**config.mk**
```make
export PLATFORM = sky130hd
export DESIGN_NAME = decimal64_dpd_encode_unit_flat
export DESIGN_NICKNAME = d
export VERILOG_FILES = /design/src/rtl/dde_pkg.sv /design/src/rtl/dde_if.sv /design/src/rtl/dde_declet.sv /design/src/rtl/dde_head.sv /design/src/rtl/decimal64_dpd_encode_unit.sv /design/src/flat_wrapper.sv
export SDC_FILE = /design/constraint.sdc
export NUM_CORES = 1
export LEC_CHECK = 0
export BUFFER_PORTS_ARGS = -buffer_cell sky130_fd_sc_hd__buf_2
export CAP_MARGIN = 20
export CORE_MARGIN = 5
export CORE_UTILIZATION = 35
export CTS_CLUSTER_SIZE = 8
export DETAILED_ROUTE_END_ITERATION = 10
export PLACE_DENSITY = 0.68
export SLEW_MARGIN = 20
export SYNTH_ARGS = -nofsm -noshare
export SYNTH_HDL_FRONTEND = slang
export SYNTH_HIERARCHICAL = 1
export SYNTH_SLANG_ARGS = --single-unit
```
**constraint.sdc**
```tcl
create_clock -name clk_i -period 3.3 [get_ports clk_i]
set_input_delay 0.66 -clock clk_i [delete_from_list [all_inputs] [get_ports clk_i]]
set_output_delay 0.66 -clock clk_i [all_outputs]
set_load 0.005 [all_outputs]
```
**src/rtl/dde_pkg.sv**
```systemverilog
`timescale 1ns / 1ps
// Shared constants and types for the decimal64 DPD encoder.
package dde_pkg;

  localparam int unsigned SigWidth     = 64;
  localparam int unsigned ExpWidth     = 10;
  localparam int unsigned WordWidth    = 64;
  localparam int unsigned DigitWidth   = 4;
  localparam int unsigned GroupWidth   = 3 * DigitWidth;
  localparam int unsigned DecletWidth  = 10;
  localparam int unsigned NumDeclets   = 5;
  localparam int unsigned CombWidth    = 5;
  localparam int unsigned ContWidth    = 8;

  // Exponent bias, in 11-bit signed arithmetic.
  localparam logic signed [ExpWidth:0] ExpBias = 11'sd398;

  // Combination field, exponent continuation and range flag.
  typedef struct packed {
    logic [CombWidth-1:0] comb;
    logic [ContWidth-1:0] cont;
    logic                 oor;
  } head_t;

endpackage

```
**src/rtl/dde_if.sv**
```systemverilog
`timescale 1ns / 1ps
// Valid/ready channel interfaces for the decimal64 DPD encoder.
interface dde_in_if
  import dde_pkg::*;
();
  logic                       valid;
  logic                       ready;
  logic                       sign;
  logic [SigWidth-1:0]        significand_bcd;
  logic signed [ExpWidth-1:0] exponent;

  modport source (output valid, sign, significand_bcd, exponent, input ready);
  modport sink   (input valid, sign, significand_bcd, exponent, output ready);
endinterface

interface dde_out_if
  import dde_pkg::*;
();
  logic                 valid;
  logic                 ready;
  logic [WordWidth-1:0] encoded;
  logic                 exponent_out_of_range;

  modport source (output valid, encoded, exponent_out_of_range, input ready);
  modport sink   (input valid, encoded, exponent_out_of_range, output ready);
endinterface

```
**src/rtl/dde_declet.sv**
```systemverilog
`timescale 1ns / 1ps
// Packs three BCD digits into one 10-bit DPD declet.
module dde_declet
  import dde_pkg::*;
(
  input  logic [GroupWidth-1:0]  bcd_i,
  output logic [DecletWidth-1:0] declet_o
);

  logic [DigitWidth-1:0]  lo, mid, hi;
  logic [2:0]             lo_v, mid_v, hi_v;
  logic [2:0]             big;
  logic [DecletWidth-1:0] base, lo_top, mid_top;

  assign lo  = bcd_i[DigitWidth-1:0];
  assign mid = bcd_i[2*DigitWidth-1:DigitWidth];
  assign hi  = bcd_i[3*DigitWidth-1:2*DigitWidth];

  // Large digits (8..15) keep only their low bit.
  assign lo_v  = lo[3]  ? {2'b00, lo[0]}  : lo[2:0];
  assign mid_v = mid[3] ? {2'b00, mid[0]} : mid[2:0];
  assign hi_v  = hi[3]  ? {2'b00, hi[0]}  : hi[2:0];

  assign big     = {hi[3], mid[3], lo[3]};
  assign base    = {hi_v, mid_v, 1'b0, lo_v};
  assign lo_top  = {7'd0, lo_v[2:1], 1'b0};
  assign mid_top = {7'd0, mid_v[2:1], 1'b0};

  always_comb begin
    unique case (big)
      3'd0:    declet_o = base;
      3'd1:    declet_o = base | 10'h008;
      3'd2:    declet_o = (base & ~10'h00e) | 10'h00a | (lo_top << 4);
      3'd3:    declet_o = base | 10'h040 | 10'h00e;
      3'd4:    declet_o = (base & ~10'h00e) | 10'h00c | (lo_top << 7);
      3'd5:    declet_o = (base & ~10'h060) | (mid_top << 7) | 10'h020 | 10'h00e;
      3'd6:    declet_o = (base & ~10'h00e) | (lo_top << 7) | 10'h00e;
      default: declet_o = base | 10'h060 | 10'h00e;
    endcase
  end

endmodule

```
**src/rtl/dde_head.sv**
```systemverilog
`timescale 1ns / 1ps
// Biases the exponent and builds the combination field.
module dde_head
  import dde_pkg::*;
(
  input  logic                       lead_big_i,
  input  logic signed [ExpWidth-1:0] exp_i,
  input  logic [DigitWidth-1:0]      lead_i,
  output head_t                      head_o
);

  logic signed [ExpWidth:0] biased;

  // lead_big_i: leading digit is 8..15, selects the short form.
  assign biased = {exp_i[ExpWidth-1], exp_i} + ExpBias;

  always_comb begin
    head_o.cont = biased[ContWidth-1:0];
    // Negative, or at or above 768.
    head_o.oor  = biased[ExpWidth] | (biased[ExpWidth-1] & biased[ExpWidth-2]);
    if (lead_big_i) begin
      head_o.comb = {2'b11, biased[ExpWidth-1:ExpWidth-2], lead_i[0]};
    end else begin
      head_o.comb = {biased[ExpWidth-1:ExpWidth-2], lead_i[2:0]};
    end
  end

endmodule

```
**src/rtl/decimal64_dpd_encode_unit.sv**
```systemverilog
`timescale 1ns / 1ps
// Top level of the decimal64 DPD encoder: input register, recode, result register.
//
//   channel  dir  handshake        payload
//   in_i     in   valid / ready    sign, significand_bcd, exponent
//   out_o    out  valid / ready    encoded, exponent_out_of_range
//
// One transaction in, one transaction out. Data passes through the input
// register, then the result register; the recode between them is pure logic.
// Sustained rate is one transaction per cycle while out_o is ready; each stage
// refills in the cycle it drains; an empty input stage loads under a held result.
// Reset clears both valid flags; payload registers are not reset.
// A stall on out_o backs up through ready with no loss or duplication.
module decimal64_dpd_encode_unit
  import dde_pkg::*;
(
  input  logic     clk_i,
  input  logic     rst_ni,
  dde_in_if.sink   in_i,
  dde_out_if.source out_o
);

  // Input stage.
  logic                       s1_valid_q;
  logic                       s1_sign_q;
  logic [SigWidth-1:0]        s1_sig_q;
  logic signed [ExpWidth-1:0] s1_exp_q;

  // Result stage.
  logic                       out_valid_q;
  logic [WordWidth-1:0]       out_word_q;
  logic                       out_oor_q;

  logic                       out_free;
  logic                       s1_free;
  logic [NumDeclets*DecletWidth-1:0] declets;
  logic [DigitWidth-1:0]      lead;
  head_t                      head;
  logic [WordWidth-1:0]       word_d;

  // Result register can load when empty or being taken this cycle.
  assign out_free = !out_valid_q || out_o.ready;
  assign s1_free  = !s1_valid_q || out_free;
  assign in_i.ready = s1_free;

  always_ff @(posedge clk_i or negedge rst_ni) begin
    if (!rst_ni) begin
      s1_valid_q <= 1'b0;
    end else if (s1_free) begin
      s1_valid_q <= in_i.valid;
    end
  end

  always_ff @(posedge clk_i) begin
    if (s1_free && in_i.valid) begin
      s1_sign_q <= in_i.sign;
      s1_sig_q  <= in_i.significand_bcd;
      s1_exp_q  <= in_i.exponent;
    end
  end

  // Five declets from the low fifteen digits, lowest digits lowest.
  for (genvar g = 0; g < NumDeclets; g++) begin : g_declet
    dde_declet u_declet (
      .bcd_i    (s1_sig_q[g*GroupWidth +: GroupWidth]),
      .declet_o (declets[g*DecletWidth +: DecletWidth])
    );
  end

  assign lead = s1_sig_q[SigWidth-1 -: DigitWidth];

  dde_head u_head (
    .lead_big_i (lead[DigitWidth-1]),
    .exp_i      (s1_exp_q),
    .lead_i     (lead),
    .head_o     (head)
  );

  // sign | combination | exponent continuation | declets
  assign word_d = {s1_sign_q, head.comb, head.cont, declets};

  always_ff @(posedge clk_i or negedge rst_ni) begin
    if (!rst_ni) begin
      out_valid_q <= 1'b0;
    end else if (out_free) begin
      out_valid_q <= s1_valid_q;
    end
  end

  always_ff @(posedge clk_i) begin
    if (out_free && s1_valid_q) begin
      out_word_q <= word_d;
      out_oor_q  <= head.oor;
    end
  end

  assign out_o.valid                 = out_valid_q;
  assign out_o.encoded               = out_word_q;
  assign out_o.exponent_out_of_range = out_oor_q;

endmodule
```
**src/flat_wrapper.sv**
```systemverilog
// flat-port wrapper written by rule: the top's interface ports become plain ports
module decimal64_dpd_encode_unit_flat import dde_pkg::*;
  (clk_i, rst_ni, in_i_valid, in_i_sign, in_i_significand_bcd, in_i_exponent, in_i_ready, out_o_valid, out_o_encoded, out_o_exponent_out_of_range, out_o_ready);
  dde_in_if in_i_i ();
  dde_out_if out_o_i ();
  input  logic clk_i;
  input  logic rst_ni;
  input wire logic [$bits(in_i_i.valid)-1:0] in_i_valid;
  input wire logic [$bits(in_i_i.sign)-1:0] in_i_sign;
  input wire logic [$bits(in_i_i.significand_bcd)-1:0] in_i_significand_bcd;
  input wire logic [$bits(in_i_i.exponent)-1:0] in_i_exponent;
  output wire logic [$bits(in_i_i.ready)-1:0] in_i_ready;
  output wire logic [$bits(out_o_i.valid)-1:0] out_o_valid;
  output wire logic [$bits(out_o_i.encoded)-1:0] out_o_encoded;
  output wire logic [$bits(out_o_i.exponent_out_of_range)-1:0] out_o_exponent_out_of_range;
  input wire logic [$bits(out_o_i.ready)-1:0] out_o_ready;
  assign in_i_i.valid = in_i_valid;
  assign in_i_i.sign = in_i_sign;
  assign in_i_i.significand_bcd = in_i_significand_bcd;
  assign in_i_i.exponent = in_i_exponent;
  assign in_i_ready = in_i_i.ready;
  assign out_o_valid = out_o_i.valid;
  assign out_o_encoded = out_o_i.encoded;
  assign out_o_exponent_out_of_range = out_o_i.exponent_out_of_range;
  assign out_o_i.ready = out_o_ready;
  decimal64_dpd_encode_unit u_core (.clk_i(clk_i), .rst_ni(rst_ni), .in_i(in_i_i), .out_o(out_o_i));
endmodule
```
[Word level (Yosys, flattened, before mapping)]
Index checks and enable logic that the tools add are counted.
Storage, ports and cells
  flip-flop bits (word level): 142
  word-level logic and storage cells: 93
  output and inout port bits: 67
  input port bits: 79
Cells by class
  muxes and demuxes: 21
  eq/ne operators: 30
  reductions and logical operators: 11
  add/subtract/negate cells: 1
  bitwise gates (word level): 22
Operators by type and width (count)
  10-bit case mux with 7 select lines: 5
  10-bit bitwise OR: 15
  10-bit by 7-bit bitwise OR with 10-bit output: 5
  3-bit 2-to-1 mux: 16
  3-bit == test, second input constant: 15
  3-bit by 2-bit == test with 1-bit output, second input constant: 10
  3-bit by 1-bit == test with 1-bit output, second input constant: 5
  3-bit zero test: 5
  10-bit by 10-bit adder with 11-bit output, second input constant: 1
  1-bit logical AND: 2
  1-bit zero test: 2
  1-bit logical OR: 2
  1-bit bitwise AND: 1
  1-bit bitwise OR: 1

[Longest topological paths before layout]
  word-level depth: 4
  mapped depth: 5

[Hierarchy]
The synthesis kept the hierarchy.
Modules (own cells, without submodules)
  decimal64_dpd_encode_unit: cells each 148, seq. area each 4254.1 µm², instances 1, area each 4307.9 µm²
  dde_declet: cells each 26, seq. area each 0.0 µm², instances 5, area each 191.4 µm²
  dde_head: cells each 45, seq. area each 0.0 µm², instances 1, area each 310.3 µm²

[Worst setup path after synthesis]
OpenSTA, ideal clock, no wires.
  kind: input to register
  start point: in out_o_ready
  end point: reg u_core.out_word_q[0] (netlist: u_core/out_o.encoded[0]), enable pin
  path buffers: 0
  setup time: 0.430 ns
  cell stages on the path: 2
  setup slack: 0.570 ns
  data arrival time: 2.301 ns
  cells stage by stage: nand2b_1 > and2_1
Between the ends
  word-level cells in the longest chain between the ends: 2
RTL lines
  start: declaration: line flat_wrapper.sv:16  | input wire logic [$bits(out_o_i.ready)-1:0] out_o_ready;
  1-bit logical OR: line decimal64_dpd_encode_unit.sv:42  | assign out_free = !out_valid_q || out_o.ready;
  1-bit logical AND: line decimal64_dpd_encode_unit.sv:91  | if (out_free && s1_valid_q) begin
  end signal: assignment: line decimal64_dpd_encode_unit.sv:92  | out_word_q <= word_d;
  end: declaration: line decimal64_dpd_encode_unit.sv:31  | logic [WordWidth-1:0] out_word_q;
Every way passes these cells.
A chain may end at the register's enable or synchronous reset.

[Worst setup path after layout]
  start point: in out_o_ready
  end point: out in_i_ready
Between the ends
  word-level cells in the longest chain between the ends: 2
RTL lines
  1-bit logical OR: line decimal64_dpd_encode_unit.sv:42
  1-bit logical OR: line decimal64_dpd_encode_unit.sv:43  | assign s1_free = !s1_valid_q || out_free;
  end: declaration: line flat_wrapper.sv:12  | output wire logic [$bits(in_i_i.ready)-1:0] in_i_ready;
Every way passes these cells.

==> impl_metrics.csv <==
group,metric,value,unit
status,status,"completed",
clock_tree,root_buffer,"clkbuf_16",
sta,fmax,0.5872,GHz
place,dpl_worst_slack,1.278,ns
place,dp_hpwl,7324,um
synth,synth_area_leaders,"edfxtp_1 75%, buf_4 2.3%, nand2b_1 2.1%",
synth,synth_nets,403,
floorplan,fp.dieW,136.2,um
detailed_routing,post_drt_via_cell_ratio,4.396,
sta,clock_skew,0.009803,ns
place,place_area,6340,sq um
setup_path,crit_top_cell,"buf_2",
synth,synth_top_area_cell,"edfxtp_1",
synth,synth.avg_cell_area,17.26,sq um
sta,tightest_slew,0.8859,ns
clock_tree,clkSinkCount,142,
detailed_routing,drc,0,
pwr,irDropWorstVdd,0.0002952,V
pwr,total_leakage_power,2.628,nW
final_layout,multi_input_area,1051,sq um
synth,yosys-top-cells-count,"140 x edfxtp_1, 19 x nand2b_1, 17 x buf_4",
final_layout,drive_gt1_frac,0.4292,
synth,synth-async-reset-ratio,0.01408,
sta,postLayoutSetupSlackWorst,1.597,ns
setup_path,end_kind,"primary output",
setup_path,crit_path_max_incr_delay,0.15,ns
synth,yosysWarnings,6,
clock_tree,htreeDepth,4,
detailed_routing,dr.pass1.iters,4,
setup_path,slowest_stage,"nand3b_4",
sta,rsz0062_at_grt,"false",
setup_path,critPathKind,"primary input to primary output",
setup_path,critical-path-top-delay-family,"buffers and inverters",
synth,yosysMostFrequentCell,"edfxtp_1",
floorplan,die-area,18550,sq um
global_route,overflow,0,
setup_path,critPathMaxFanout,3,
detailed_routing,ant_nets,0,
setup_path,reg2reg_depth,2,
setup_path,path_depth,3,
sta,finalCritPeriodShare,0.5160,
sta,holdWs,0.03056,ns
synth,synth_top_flop_cell,"edfxtp_1",
setup_path,path_buf_inv,2,
global_route,grt_pass1_wl,15770,um
synth,synth-edff-count,140,
sta,finalHoldViolations,0,
floorplan,core_area,15770,sq um
clock_tree,ctsResizeCount,0,
final_layout,nets,533,
floorplan,start_util,0.3535,
clock_tree,cts_buffers,17,
final_layout,layout.cells.non_filler,682,
sta,slew_viol_final,0,
clock_tree,clk_path_buf_depth,2,
global_route,grt_pass1_vias,3151,
sta,finalSetupViolations,0,
final_layout,fillers,1447,
clock_tree,cts_tree,"done",
setup_path,crit_arrival,1.04,ns
synth,ys_ff_latch,142,
setup_path,critical_path.cell_chain,"buf_2, nand3b_4, buf_2",
setup_path,worst-endpoint-required,2.64,ns
sta,period_minus_slack,1.703,ns
place,placed_cells,650,
detailed_routing,drt_iter0_drc,131,
global_route,grt_max_degree,76,
floorplan,die_h,136.2,um
synth,syn_inst,323,
detailed_routing,vias,2998,
sta,relSlewSlack,0.4094,
global_route,antenna_found_initial,1,
min_path,hold_class,"primary input to async pin",
floorplan,rows,46,
detailed_routing,wirelength,10210,um
sta,tns,0,ns
detailed_routing,avgRoutedWirePerCell,14.97,um
clock_tree,postCtsSetupBuffers,0,
place,portBuffers,145,
synth,ys_types,40,
final_layout,syn2layout_area_growth,25.38,%
clock_tree,clk_pin_slew,0.05,ns
place,place.gp.congestion,0.7673,
final_layout,regArea,4254,sq um
job,maxCapViolations,0,
final_layout,finalInstanceArea,6990,sq um
clock_tree,hold_buffers,0,
global_route,grtUsageTotal,0.1133,
synth,synth_area,5575,sq um
clock_tree,clkLatencyLatePin,0.41,ns
pwr,power_density,656.5,nW/um^2
setup_path,start_kind,"primary input",
synth,synth_top_area_share,0.7540,
synth,yosysSeqAreaShare,0.7630,
final_layout,diodes,0,
floorplan,io_pins,146,
-- layout make-up --
cell class / count / area share
Tap cell: 216 / 0.03866
Timing Repair Buffer: 146 / 0.1067
Clock inverter: 14 / 0.03168
Sequential cell: 142 / 0.6086
Clock buffer: 18 / 0.06139
Multi-Input combinational cell: 141 / 0.1503
Inverter: 5 / 0.002685
-- metal layers --
metal / GRT usage / share of wire / routed length, um / vias up
met1: 0.1296 / 0.41 / 4188 / 1419
met5: 0 / 0.00069 / 7 / -
li1: - / - / - / 1465
met4: 0.03919 / 0.011 / 113 / 2
met3: 0.04700 / 0.072 / 733 / 11
met2: 0.1918 / 0.51 / 5170 / 101
-- where the power goes --
part	internal, W	switching, W	total, W	leakage [nW]
combinational	0.000143	0.000146	0.000289	0.964
clock	0.00140	0.000674	0.00208	0.312
sequential	0.00215	0.0000726	0.00222	1.35
-- layout by cell type (no fill, tap or decap), types with 3 or more instances in the layout --
| master | count |
|---|---|
| nand2_1 | 3 |
| and2b_1 | 5 |
| nand2b_1 | 19 |
| nor2b_1 | 8 |
| a211o_2 | 5 |
| nand3b_1 | 11 |
| a2bb2oi_2 | 5 |
| a31oi_1 | 11 |
| edfxtp_1 | 140 |
| nor2_1 | 13 |
| a21oi_1 | 7 |
| nand2b_2 | 6 |
| inv_1 | 5 |
| o21ai_0 | 5 |
| xor2_1 | 3 |
| clkinv_2 | 3 |
| a221o_1 | 5 |
| or3_4 | 5 |
| nor3b_1 | 5 |
| clkbuf_16 | 17 |
| mux2i_1 | 3 |
| clkinv_1 | 3 |
| buf_2 | 145 |
| bufinv_16 | 6 |
| a21boi_1 | 5 |
-- flip-flops by register name (all words and copies together), names as in the netlist --
name,cells
u_core/s1_exp_q,10
u_core/s1_sign_q,1
u_core/out_o.encoded,64
u_core/s1_sig_q,64
u_core/out_o.valid,1
u_core/s1_valid_q,1
u_core/out_o.exponent_out_of_range,1
-- worst reg2reg max path, cell delays in order, from the launching register on --
cell and delay (ns):
dfrtp_1 0.41, nand2b_1 0.11, and2_4 0.71
-- logic make-up (layout without fill, tap and decap cells) --
logic type,count (synthesis),in the layout,share of synthesized area
buffers and inverters,40,183,0.04892
xor gates and xnor gates,5,5,0.007856
AOI/OAI and AO/OA,48,48,0.07092
and+or+nand+nor,84,84,0.1017
adders and majority gates,1,1,0.002244
muxes,3,3,0.005386
DFF,142,142,0.7630
-- through the flow --
| stage | utilization | total power (W) |
|---|---|---|
| 2_1_floorplan | - | 0.002419 |
| 3_3_place_gp | 0.4020 | 0.002541 |
| 3_5_place_dp | 0.4020 | 0.002557 |
| 4_1_cts | 0.4433 | 0.004654 |
| 5_1_grt | 0.4433 | 0.004771 |
| 6_report | 0.4433 | 0.004589 |
-- worst paths after layout --
| kind | end | from | slack, ns |
|---|---|---|---|
| setup / recovery | in_i_ready | out_o_ready | 1.60 |
| min in group clk_i | u_core/out_o.encoded[27] | u_core/s1_sig_q[32] | 0.42 |
| hold reg to reg | u_core/out_o.encoded[27] | u_core/s1_sig_q[32] | 0.42 |
| max in group asynchronous | u_core/s1_valid_q | rst_ni | 3.18 |
| setup reg to reg | u_core/out_o.encoded[40] | u_core/out_o.valid | 1.64 |
| hold / removal | u_core/out_o.valid | rst_ni | 0.03 |
Note: power is estimated with default switching activity, not from simulation.
